==> src/rtl/ace_pkg.sv <==
// Shared types and constants for the arithmetic coder encode step.
// No dependencies; used by ace_mul, arith_coder_encode_step_core and the testbench.
package ace_pkg;

	// Interval bounds and CDF scale
	localparam logic [31:0] HALF          = 32'h8000_0000;
	localparam logic [31:0] QUARTER       = 32'h4000_0000;
	localparam logic [31:0] THREE_QUARTER = 32'hC000_0000;
	localparam logic [31:0] LOW_MASK      = 32'h7FFF_FFFF;
	localparam logic [31:0] HIGH_FILL     = 32'h8000_0001;
	localparam logic [16:0] TOP_BOUND     = 17'h1_0000;
	localparam int unsigned PREC_BITS     = 16;
	localparam logic [15:0] MAX_SYM_RST   = 16'd65534;

	// Multiplier operand widths: span is 1 .. 2^32, CDF bound is 0 .. 2^16
	localparam int unsigned SPAN_W = 33;
	localparam int unsigned CDF_W  = 17;
	localparam int unsigned PROD_W = SPAN_W + CDF_W;

	// Renormalisation is capped at 32 iterations
	localparam int unsigned ITER_W = 6;

	typedef struct packed {
		logic [15:0] symbol;
		logic [15:0] cdf_at_symbol;
		logic [15:0] cdf_after_symbol;
		logic        flush;
	} ace_in_t;

	typedef struct packed {
		logic        out_bit;
		logic [31:0] follow_count;
		logic        stream_end;
		logic        last;
	} ace_out_t;

	typedef enum logic [2:0] {
		ST_IDLE,
		ST_MUL_HI,
		ST_MUL_LO,
		ST_ADD_LO,
		ST_RENORM,
		ST_FLUSH,
		ST_FIN
	} ace_state_t;

	// Pending count increment, saturating at all ones
	function automatic logic [31:0] sat_inc(input logic [31:0] v);
		logic [31:0] r;
		r = (v == 32'hFFFF_FFFF) ? v : v + 32'd1;
		return r;
	endfunction

endpackage

==> src/rtl/arith_coder_encode_step_core.sv <==
// Arithmetic encoder step: interval narrowing and bit-serial renormalisation.
// Depends on ace_pkg and ace_mul.
//
//  channel | dir | handshake           | payload
//  sym     | in  | sym_valid/sym_stall | ace_in_t  (symbol, cdf bounds, flush)
//  code    | out | code_valid/code_stall | ace_out_t (bit, follow count, end, last)
//  cfg     | in  | cfg_valid/cfg_ready | top symbol, 16 bit
//
// A request narrows the interval in steps (span at acceptance, two passes
// through the shared multiplier, low update), then runs the renormalisation
// iterations (up to 32), leaves the loop and closes (last bit or flush bit);
// when a flush follows emitted bits, the held bit goes out before the flush bit.
// A downstream stall holds the emitting iteration; one decided bit is kept
// back so that the last flag can be set on it.
// Reset: low 0, high all ones, pending 0, top symbol 65534.
module arith_coder_encode_step_core (
	input  logic             clk,
	input  logic             arst_n,
	input  logic             sym_valid,
	output logic             sym_stall,
	input  ace_pkg::ace_in_t sym_data,
	output logic             code_valid,
	input  logic             code_stall,
	output ace_pkg::ace_out_t code_data,
	input  logic             cfg_valid,
	output logic             cfg_ready,
	input  logic [15:0]      cfg_data
);

	ace_pkg::ace_state_t state_q, state_d;

	logic [15:0] max_sym_q;
	logic [31:0] lo_q, hi_q, pending_q;
	logic [ace_pkg::SPAN_W-1:0] span_q;
	logic [ace_pkg::CDF_W-1:0]  c_lo_q, c_hi_q;
	logic flush_q;
	logic [ace_pkg::ITER_W-1:0] iter_q;

	logic              hold_valid_q;
	ace_pkg::ace_out_t hold_q;
	logic              code_valid_q;
	ace_pkg::ace_out_t code_q;

	logic [ace_pkg::PROD_W-1:0] prod_q;
	logic [31:0] prod_top;
	logic mul_en;

	logic accept, code_free, emit_c, pend_c;
	logic push, emit_step, pend_step, hold_clear, flush_emit, hi_upd, lo_upd;
	ace_pkg::ace_out_t push_data;

	assign accept    = sym_valid && !sym_stall;
	assign sym_stall = (state_q != ace_pkg::ST_IDLE);
	assign cfg_ready = (state_q == ace_pkg::ST_IDLE);
	assign code_valid = code_valid_q;
	assign code_data  = code_q;
	assign code_free  = !code_valid_q || !code_stall;

	// shared multiplier: upper bound first, then lower bound
	ace_mul u_mul (
		.clk    (clk),
		.en     (mul_en),
		.span   (span_q),
		.bound  ((state_q == ace_pkg::ST_MUL_HI) ? c_hi_q : c_lo_q),
		.prod_q (prod_q)
	);
	assign prod_top = prod_q[ace_pkg::PREC_BITS +: 32];

	// renormalisation decisions on the current bounds
	assign emit_c = (hi_q < ace_pkg::HALF) || (lo_q >= ace_pkg::HALF);
	assign pend_c = (lo_q >= ace_pkg::QUARTER) && (hi_q < ace_pkg::THREE_QUARTER);

	// sequencer
	always_comb begin
		state_d    = state_q;
		mul_en     = 1'b0;
		hi_upd     = 1'b0;
		lo_upd     = 1'b0;
		emit_step  = 1'b0;
		pend_step  = 1'b0;
		hold_clear = 1'b0;
		flush_emit = 1'b0;
		push       = 1'b0;
		push_data  = hold_q;
		case (state_q)
			ace_pkg::ST_IDLE: begin
				if (accept) begin
					state_d = ace_pkg::ST_MUL_HI;
				end
			end
			ace_pkg::ST_MUL_HI: begin
				mul_en  = 1'b1;
				state_d = ace_pkg::ST_MUL_LO;
			end
			ace_pkg::ST_MUL_LO: begin
				mul_en  = 1'b1;
				hi_upd  = 1'b1;
				state_d = ace_pkg::ST_ADD_LO;
			end
			ace_pkg::ST_ADD_LO: begin
				lo_upd  = 1'b1;
				state_d = ace_pkg::ST_RENORM;
			end
			ace_pkg::ST_RENORM: begin
				if (iter_q[ace_pkg::ITER_W-1] || !(emit_c || pend_c)) begin
					state_d = flush_q ? ace_pkg::ST_FLUSH : ace_pkg::ST_FIN;
				end else if (emit_c) begin
					// the held bit leaves as the new one takes its place
					if (!hold_valid_q || code_free) begin
						emit_step = 1'b1;
						push      = hold_valid_q;
					end
				end else begin
					pend_step = 1'b1;
				end
			end
			ace_pkg::ST_FLUSH: begin
				if (code_free) begin
					if (hold_valid_q) begin
						push       = 1'b1;
						hold_clear = 1'b1;
					end else begin
						push                   = 1'b1;
						flush_emit             = 1'b1;
						push_data.out_bit      = (lo_q >= ace_pkg::QUARTER);
						push_data.follow_count = ace_pkg::sat_inc(pending_q);
						push_data.stream_end   = 1'b1;
						push_data.last         = 1'b1;
						state_d                = ace_pkg::ST_IDLE;
					end
				end
			end
			ace_pkg::ST_FIN: begin
				if (!hold_valid_q) begin
					state_d = ace_pkg::ST_IDLE;
				end else if (code_free) begin
					push           = 1'b1;
					push_data.last = 1'b1;
					hold_clear     = 1'b1;
					state_d        = ace_pkg::ST_IDLE;
				end
			end
			default: begin
				state_d = ace_pkg::ST_IDLE;
			end
		endcase
	end

	// control and coder state
	always_ff @(posedge clk or negedge arst_n) begin
		if (!arst_n) begin
			state_q      <= ace_pkg::ST_IDLE;
			max_sym_q    <= ace_pkg::MAX_SYM_RST;
			lo_q         <= '0;
			hi_q         <= '1;
			pending_q    <= '0;
			hold_valid_q <= 1'b0;
			code_valid_q <= 1'b0;
			iter_q       <= '0;
		end else begin
			state_q <= state_d;
			if (cfg_valid && cfg_ready) begin
				max_sym_q <= cfg_data;
			end
			if (accept) begin
				iter_q <= '0;
			end
			if (hi_upd) begin
				hi_q <= (lo_q - 32'd1) + prod_top;
			end
			if (lo_upd) begin
				lo_q <= lo_q + prod_top;
			end
			if (emit_step) begin
				pending_q    <= '0;
				lo_q         <= {lo_q[30:0], 1'b0};
				hi_q         <= {hi_q[30:0], 1'b1};
				hold_valid_q <= 1'b1;
				iter_q       <= iter_q + ace_pkg::ITER_W'(1);
			end else if (pend_step) begin
				pending_q <= ace_pkg::sat_inc(pending_q);
				lo_q      <= {lo_q[30:0], 1'b0} & ace_pkg::LOW_MASK;
				hi_q      <= {hi_q[30:0], 1'b0} | ace_pkg::HIGH_FILL;
				iter_q    <= iter_q + ace_pkg::ITER_W'(1);
			end
			if (hold_clear) begin
				hold_valid_q <= 1'b0;
			end
			if (flush_emit) begin
				pending_q <= '0;
			end
			// output register
			if (push) begin
				code_valid_q <= 1'b1;
			end else if (!code_stall) begin
				code_valid_q <= 1'b0;
			end
		end
	end

	// payload registers
	always_ff @(posedge clk) begin
		if (accept) begin
			span_q  <= {1'b0, hi_q} - {1'b0, lo_q} + ace_pkg::SPAN_W'(1);
			c_lo_q  <= {1'b0, sym_data.cdf_at_symbol};
			c_hi_q  <= (sym_data.symbol == max_sym_q) ? ace_pkg::TOP_BOUND :
				{1'b0, sym_data.cdf_after_symbol};
			flush_q <= sym_data.flush;
		end
		if (emit_step) begin
			hold_q.out_bit      <= !(hi_q < ace_pkg::HALF);
			hold_q.follow_count <= pending_q;
			hold_q.stream_end   <= 1'b0;
			hold_q.last         <= 1'b0;
		end
		if (push) begin
			code_q <= push_data;
		end
	end

	// nothing is held back between requests
	a_idle_no_hold: assert property (@(posedge clk) disable iff (!arst_n)
		(state_q == ace_pkg::ST_IDLE) |-> !hold_valid_q)
		else $error("held code bit left over in idle");

	// renormalisation leaves low below half and high at or above half
	a_renorm_done: assert property (@(posedge clk) disable iff (!arst_n)
		(state_q == ace_pkg::ST_FIN || state_q == ace_pkg::ST_FLUSH) |->
		(lo_q < ace_pkg::HALF) && (hi_q >= ace_pkg::HALF))
		else $error("bounds not renormalised");

	// the closing result of a request returns the sequencer to idle
	a_last_ends: assert property (@(posedge clk) disable iff (!arst_n)
		(push && push_data.last) |=> (state_q == ace_pkg::ST_IDLE))
		else $error("last result without return to idle");

	// the terminating emission clears the pending count
	a_flush_clears: assert property (@(posedge clk) disable iff (!arst_n)
		flush_emit |=> (pending_q == '0))
		else $error("pending count not cleared by flush");

	// a result is only loaded when the output register is free
	a_push_free: assert property (@(posedge clk) disable iff (!arst_n)
		push |-> code_free)
		else $error("output register overwritten");

endmodule

==> src/rtl/ace_mul.sv <==
// Shared 33x17 unsigned multiplier with registered product.
// Depends on ace_pkg for operand widths.
module ace_mul (
	input  logic                        clk,
	input  logic                        en,
	input  logic [ace_pkg::SPAN_W-1:0]  span,
	input  logic [ace_pkg::CDF_W-1:0]   bound,
	output logic [ace_pkg::PROD_W-1:0]  prod_q
);

	// one product per enabled cycle
	always_ff @(posedge clk) begin
		if (en) begin
			prod_q <= ace_pkg::PROD_W'(span) * ace_pkg::PROD_W'(bound);
		end
	end

endmodule

==> config.mk <==
export PLATFORM = sky130hd
export DESIGN_NAME = arith_coder_encode_step_core
export DESIGN_NICKNAME = d
export VERILOG_FILES = /design/src/rtl/ace_pkg.sv /design/src/rtl/arith_coder_encode_step_core.sv /design/src/rtl/ace_mul.sv
export SDC_FILE = /design/constraint.sdc
export NUM_CORES = 2
export LEC_CHECK = 0
export BUFFER_PORTS_ARGS = -buffer_cell sky130_fd_sc_hd__buf_4
export CAP_MARGIN = 30
export CORE_UTILIZATION = 41
export DETAILED_ROUTE_END_ITERATION = 8
export PLACE_DENSITY = 0.64
export SETUP_SLACK_MARGIN = 0.02
export SLEW_MARGIN = 15
export SYNTH_ARGS = -nofsm -noshare
export SYNTH_HDL_FRONTEND = slang
export SYNTH_SLANG_ARGS = --single-unit
==> constraint.sdc <==
create_clock -name clk -period 19.4 [get_ports clk]
set_input_delay 2.91 -clock clk [delete_from_list [all_inputs] [get_ports clk]]
set_output_delay 2.91 -clock clk [all_outputs]
set_load 0.01 [all_outputs]
==> key figures <==
Floorplanning
  – Std cell rows: 105
  – Overall die height: a little under 300 um
  – Initial core utilization: between 40% and 50%
  – Core box area: 0.08211 mm2
  – Area of the die: between 0.08 and 0.09 mm2
  – Ports placed on the boundary: 108
  – Horizontal extent of the die: between 200 and 300 um

CTS
  – Number of levels in the clock H-tree: 2
  – CTS Sinks: 290
  – CTS Hold Buffers Added: 0
  – Number of buffers created by CTS: 37
  – Clock latency of the later-clocked register in the worst-skew pair: 0.59 ns
  – Gates resized, CTS repair: 0
  – Clock Tree Buf Depth: 3
  – Clock tree root buffer cell: sky130_fd_sc_hd__clkbuf_16
  – Setup repair bufs after CTS: 0
  – Worst-path clk slew: roughly 0.060 ns
  – Clock tree from TritonCTS: yes

Flow run
  – Max-cap violation count: 0

Synth
  – Cell area after technology mapping: 0.03402 mm2
  – Post-synthesis sequential element count: 290
  – Cells after synthesis: 3598
  – Per-instance average area after synthesis: 9.456 um2
  – Share of flip-flops with an asynchronous set or reset after synthesis: 42.41%
  – Synthesized net count: 4400
  – Share of the yosys chip area belonging to registers: 23.96%
  – Cell variety after synth: 85
  – Proportion of netlist area held by the largest area contributor: 27.30%
  – Number of enable flip-flop cells after synthesis: approximately 170
  – Post-synth top area cell: sky130_fd_sc_hd__fa_1
  – Warnings, synthesis: 0
  – Top FF cell, synth: sky130_fd_sc_hd__edfxtp_1
  – Main area contributors after synthesis: sky130_fd_sc_hd__fa_1 27%, sky130_fd_sc_hd__edfxtp_1 15%, sky130_fd_sc_hd__ha_1 9.9%

Timing
  – Final setup vio count: 0
  – Final sum of negative setup slack: 0 ns
  – Number of hold-slack violations in the final timing report: 0
  – Share of the clock period used by the worst path: a little under half
  – Minimum clock period after layout: 9.215 ns
  – Peak clock frequency supported by timing: 0.1085 GHz
  – Max-Slew Margin vs Limit: 33.48%
  – Worst slew pin tran: between 0.9 and 1 ns
  – Worst setup skew after layout: 0.03011 ns
  – Final Slew Violations: 0
  – Setup repair after global routing missed its margin: false

Global route
  – Number of global-route vias before repair: 25530
  – Maximum number of pins on one net before global-route repair: between 60 and 70
  – Remaining Overflow, GRT: 0
  – Global routing usage on met3: approximately 2.4%
  – Most crowded layer after global routing: met2
  – GR Util met1: about 28%
  – Fraction of met2 tracks used by global routing: 34.32%
  – Number of antenna violations at the first check in global routing: 0
  – First-pass GRT wire length: 137500 um
  – GR Util All Layers: 20.28%

Critical path
  – Number of cells on the critical path: 26
  – Family with the most delay on the worst path: adder cells
  – Nature of the critical path endpoint: flop
  – Cell with the largest stage delay on the worst path: sky130_fd_sc_hd__mux2_2
  – Type of the worst setup path: reg -> reg
  – Largest incremental delay on the critical path: 0.78 ns
  – Data required time at the worst endpoint: slightly below 20 ns
  – Worst r2r path cells: 26
  – CP startpoint kind: flop
  – Maximum fanout encountered on the critical timing path: 33
  – Data arrival at the endpoint of the critical path: roughly 9.6 ns
  – Cell type with the highest occurrence count on the critical path: sky130_fd_sc_hd__fa_1
  – Crit path buf inv count: 4

Outcome
  – Outcome: complete, no violations

Routing
  – First drt pass iteration count: 6
  – Mean number of vias per cell: 5.212
  – Routed wire length: between 80000 and 90000 um
  – Remaining antenna violation count: 0
  – Drt wl/cell: 17.54 um
  – Number of DRC markers in iteration 0: 1574
  – Vias after detailed routing: roughly 25000
  – Remaining design rule violation count: 0

Finish
  – Final Net Count: 4423
  – Most common cell after layout, fill and taps aside: sky130_fd_sc_hd__inv_1
  – Summed area of non-filler cells in the final layout: about 0.037 mm2
  – Core utilization of the finished layout: a little under half
  – Syn-to-layout area delta: 8.995%
  – Antenna cell count: 0
  – Commonest non-fill, non-tap cells in the layout: 691 x sky130_fd_sc_hd__inv_1, 503 x sky130_fd_sc_hd__nand2_1, 464 x sky130_fd_sc_hd__fa_1, 268 x sky130_fd_sc_hd__ha_1, 204 x sky130_fd_sc_hd__and2_1
  – Proportion of layout cells with a drive suffix above 1: about 8.5%

Hold path
  – Worst hold path class: reg -> reg
  – Number of cells traversed by the worst hold path: 2

Placed design
  – Input/output buffers: 107
  – Half-perimeter wire length of the detailed placement result: 61350 um
  – Placement-stage cell area: about 0.036 mm2
  – Placer Congestion: about 0.87
==> kinds of logic after synthesis <==
kind of cell | Yosys count | synth area share [%]
and+or+nand+nor | 1004 | 14.20
adders and majority gates | 732 | 37.16
DFF | 290 | 23.96
xor gates and xnor gates | 154 | 3.964
AOI/OAI and AO/OA | 543 | 10.22
buffers and inverters | 838 | 9.282
muxes | 37 | 1.210
==> layer usage <==
metal | routed length, um | share of wire (%)
met5 | 0 | 0
met4 | 1926 | 2.3
met3 | 3978 | 4.8
met2 | 39840 | 48
met1 | 37040 | 45
==> worst register-to-register path, stage by stage (launching register included) <==
cell,delay (ns)
sky130_fd_sc_hd__dfrtp_1,0.55
sky130_fd_sc_hd__nand2b_1,0.27
sky130_fd_sc_hd__nor2_4,0.53
sky130_fd_sc_hd__buf_4,0.44
sky130_fd_sc_hd__mux2_2,0.79
sky130_fd_sc_hd__nand2_1,0.18
sky130_fd_sc_hd__fa_1,0.54
sky130_fd_sc_hd__fa_1,0.58
sky130_fd_sc_hd__fa_1,0.46
sky130_fd_sc_hd__fa_1,0.54
sky130_fd_sc_hd__inv_1,0.05
sky130_fd_sc_hd__fa_1,0.48
sky130_fd_sc_hd__inv_1,0.05
sky130_fd_sc_hd__fa_1,0.47
sky130_fd_sc_hd__inv_1,0.04
sky130_fd_sc_hd__ha_1,0.28
sky130_fd_sc_hd__nand2_1,0.07
sky130_fd_sc_hd__o211ai_1,0.18
sky130_fd_sc_hd__nand3_1,0.13
sky130_fd_sc_hd__a211oi_1,0.39
sky130_fd_sc_hd__nor2_2,0.17
sky130_fd_sc_hd__o31ai_2,0.55
sky130_fd_sc_hd__a311oi_1,0.33
sky130_fd_sc_hd__o31a_1,0.37
sky130_fd_sc_hd__o21ai_0,0.27
sky130_fd_sc_hd__a21oi_1,0.13
sky130_fd_sc_hd__xnor2_1,0.13
==> flip-flops by register name (all words and copies together) (netlist names) <==
name and cells:
hold_valid_q 1, iter_q 6, span_q 33, flush_q 1
hold_q 33, c_lo_q 16, pending_q 32, lo_q 32
code_data 35, c_hi_q 17, code_valid 1, max_sym_q 16
hi_q 32, state_q 3, u_mul.prod_q 32
==> area by class of cell <==
type,count,area (um2)
sequential,290,8152
multi-input combinational,2470,22770
clock buffer,49,1011
timing repair buffer,129,988.4
fill,7793,45030
clock inverter,19,226.5
inverter,693,2601
tap,1070,1339
==> cell usage after synthesis (8+ instances only) <==
library cell	n
sky130_fd_sc_hd__a31oi_1	14
sky130_fd_sc_hd__o21a_1	13
sky130_fd_sc_hd__o211ai_1	8
sky130_fd_sc_hd__nand4_1	17
sky130_fd_sc_hd__a21oi_1	111
sky130_fd_sc_hd__nand2b_1	26
sky130_fd_sc_hd__mux2_2	33
sky130_fd_sc_hd__o21ai_1	9
sky130_fd_sc_hd__o21bai_1	22
sky130_fd_sc_hd__dfrtp_1	76
sky130_fd_sc_hd__nor2b_1	15
sky130_fd_sc_hd__nand2_1	503
sky130_fd_sc_hd__buf_1	11
sky130_fd_sc_hd__a22oi_1	52
sky130_fd_sc_hd__dfstp_2	47
sky130_fd_sc_hd__o31ai_1	28
sky130_fd_sc_hd__edfxtp_1	167
sky130_fd_sc_hd__clkbuf_1	131
sky130_fd_sc_hd__and2_1	204
sky130_fd_sc_hd__fa_1	464
sky130_fd_sc_hd__a21o_1	38
sky130_fd_sc_hd__and3_1	43
sky130_fd_sc_hd__xor2_1	57
sky130_fd_sc_hd__inv_1	692
sky130_fd_sc_hd__o21ai_0	171
sky130_fd_sc_hd__a211oi_1	14
sky130_fd_sc_hd__nor3_1	26
sky130_fd_sc_hd__xnor2_1	97
sky130_fd_sc_hd__nor2_1	96
sky130_fd_sc_hd__nand3_1	21
sky130_fd_sc_hd__ha_1	268
==> metrics by stage <==
step / std cells / hold slack (ns) / worst slack, ns
after floorplan: 3598 / 0.4196 / 11.80
after global placement: 4650 / 0.4454 / 10.32
after detailed placement: 4652 / 0.4531 / 10.24
after CTS: 4720 / 0.4633 / 10.21
after global routing: 4720 / 0.4791 / 9.603
final: 4720 / 0.4624 / 10.18
==> path summary, 6_finish.rpt <==
path	from	end	slack, ns
worst max-delay path	state_q[0]	u_mul.prod_q[43]	10.18
worst min-delay path	hi_q[1]	hi_q[1]	0.46
worst max register to register	state_q[0]	u_mul.prod_q[43]	10.18
worst min register to register	hi_q[1]	hi_q[1]	0.46
max in group asynchronous	arst_n	lo_q[13]	15.45
min in group asynchronous	arst_n	max_sym_q[0]	2.17
Power is left out: the tool's default activity adds up to more than one toggle a clock period on the data nets, which glitch-free logic cannot reach.
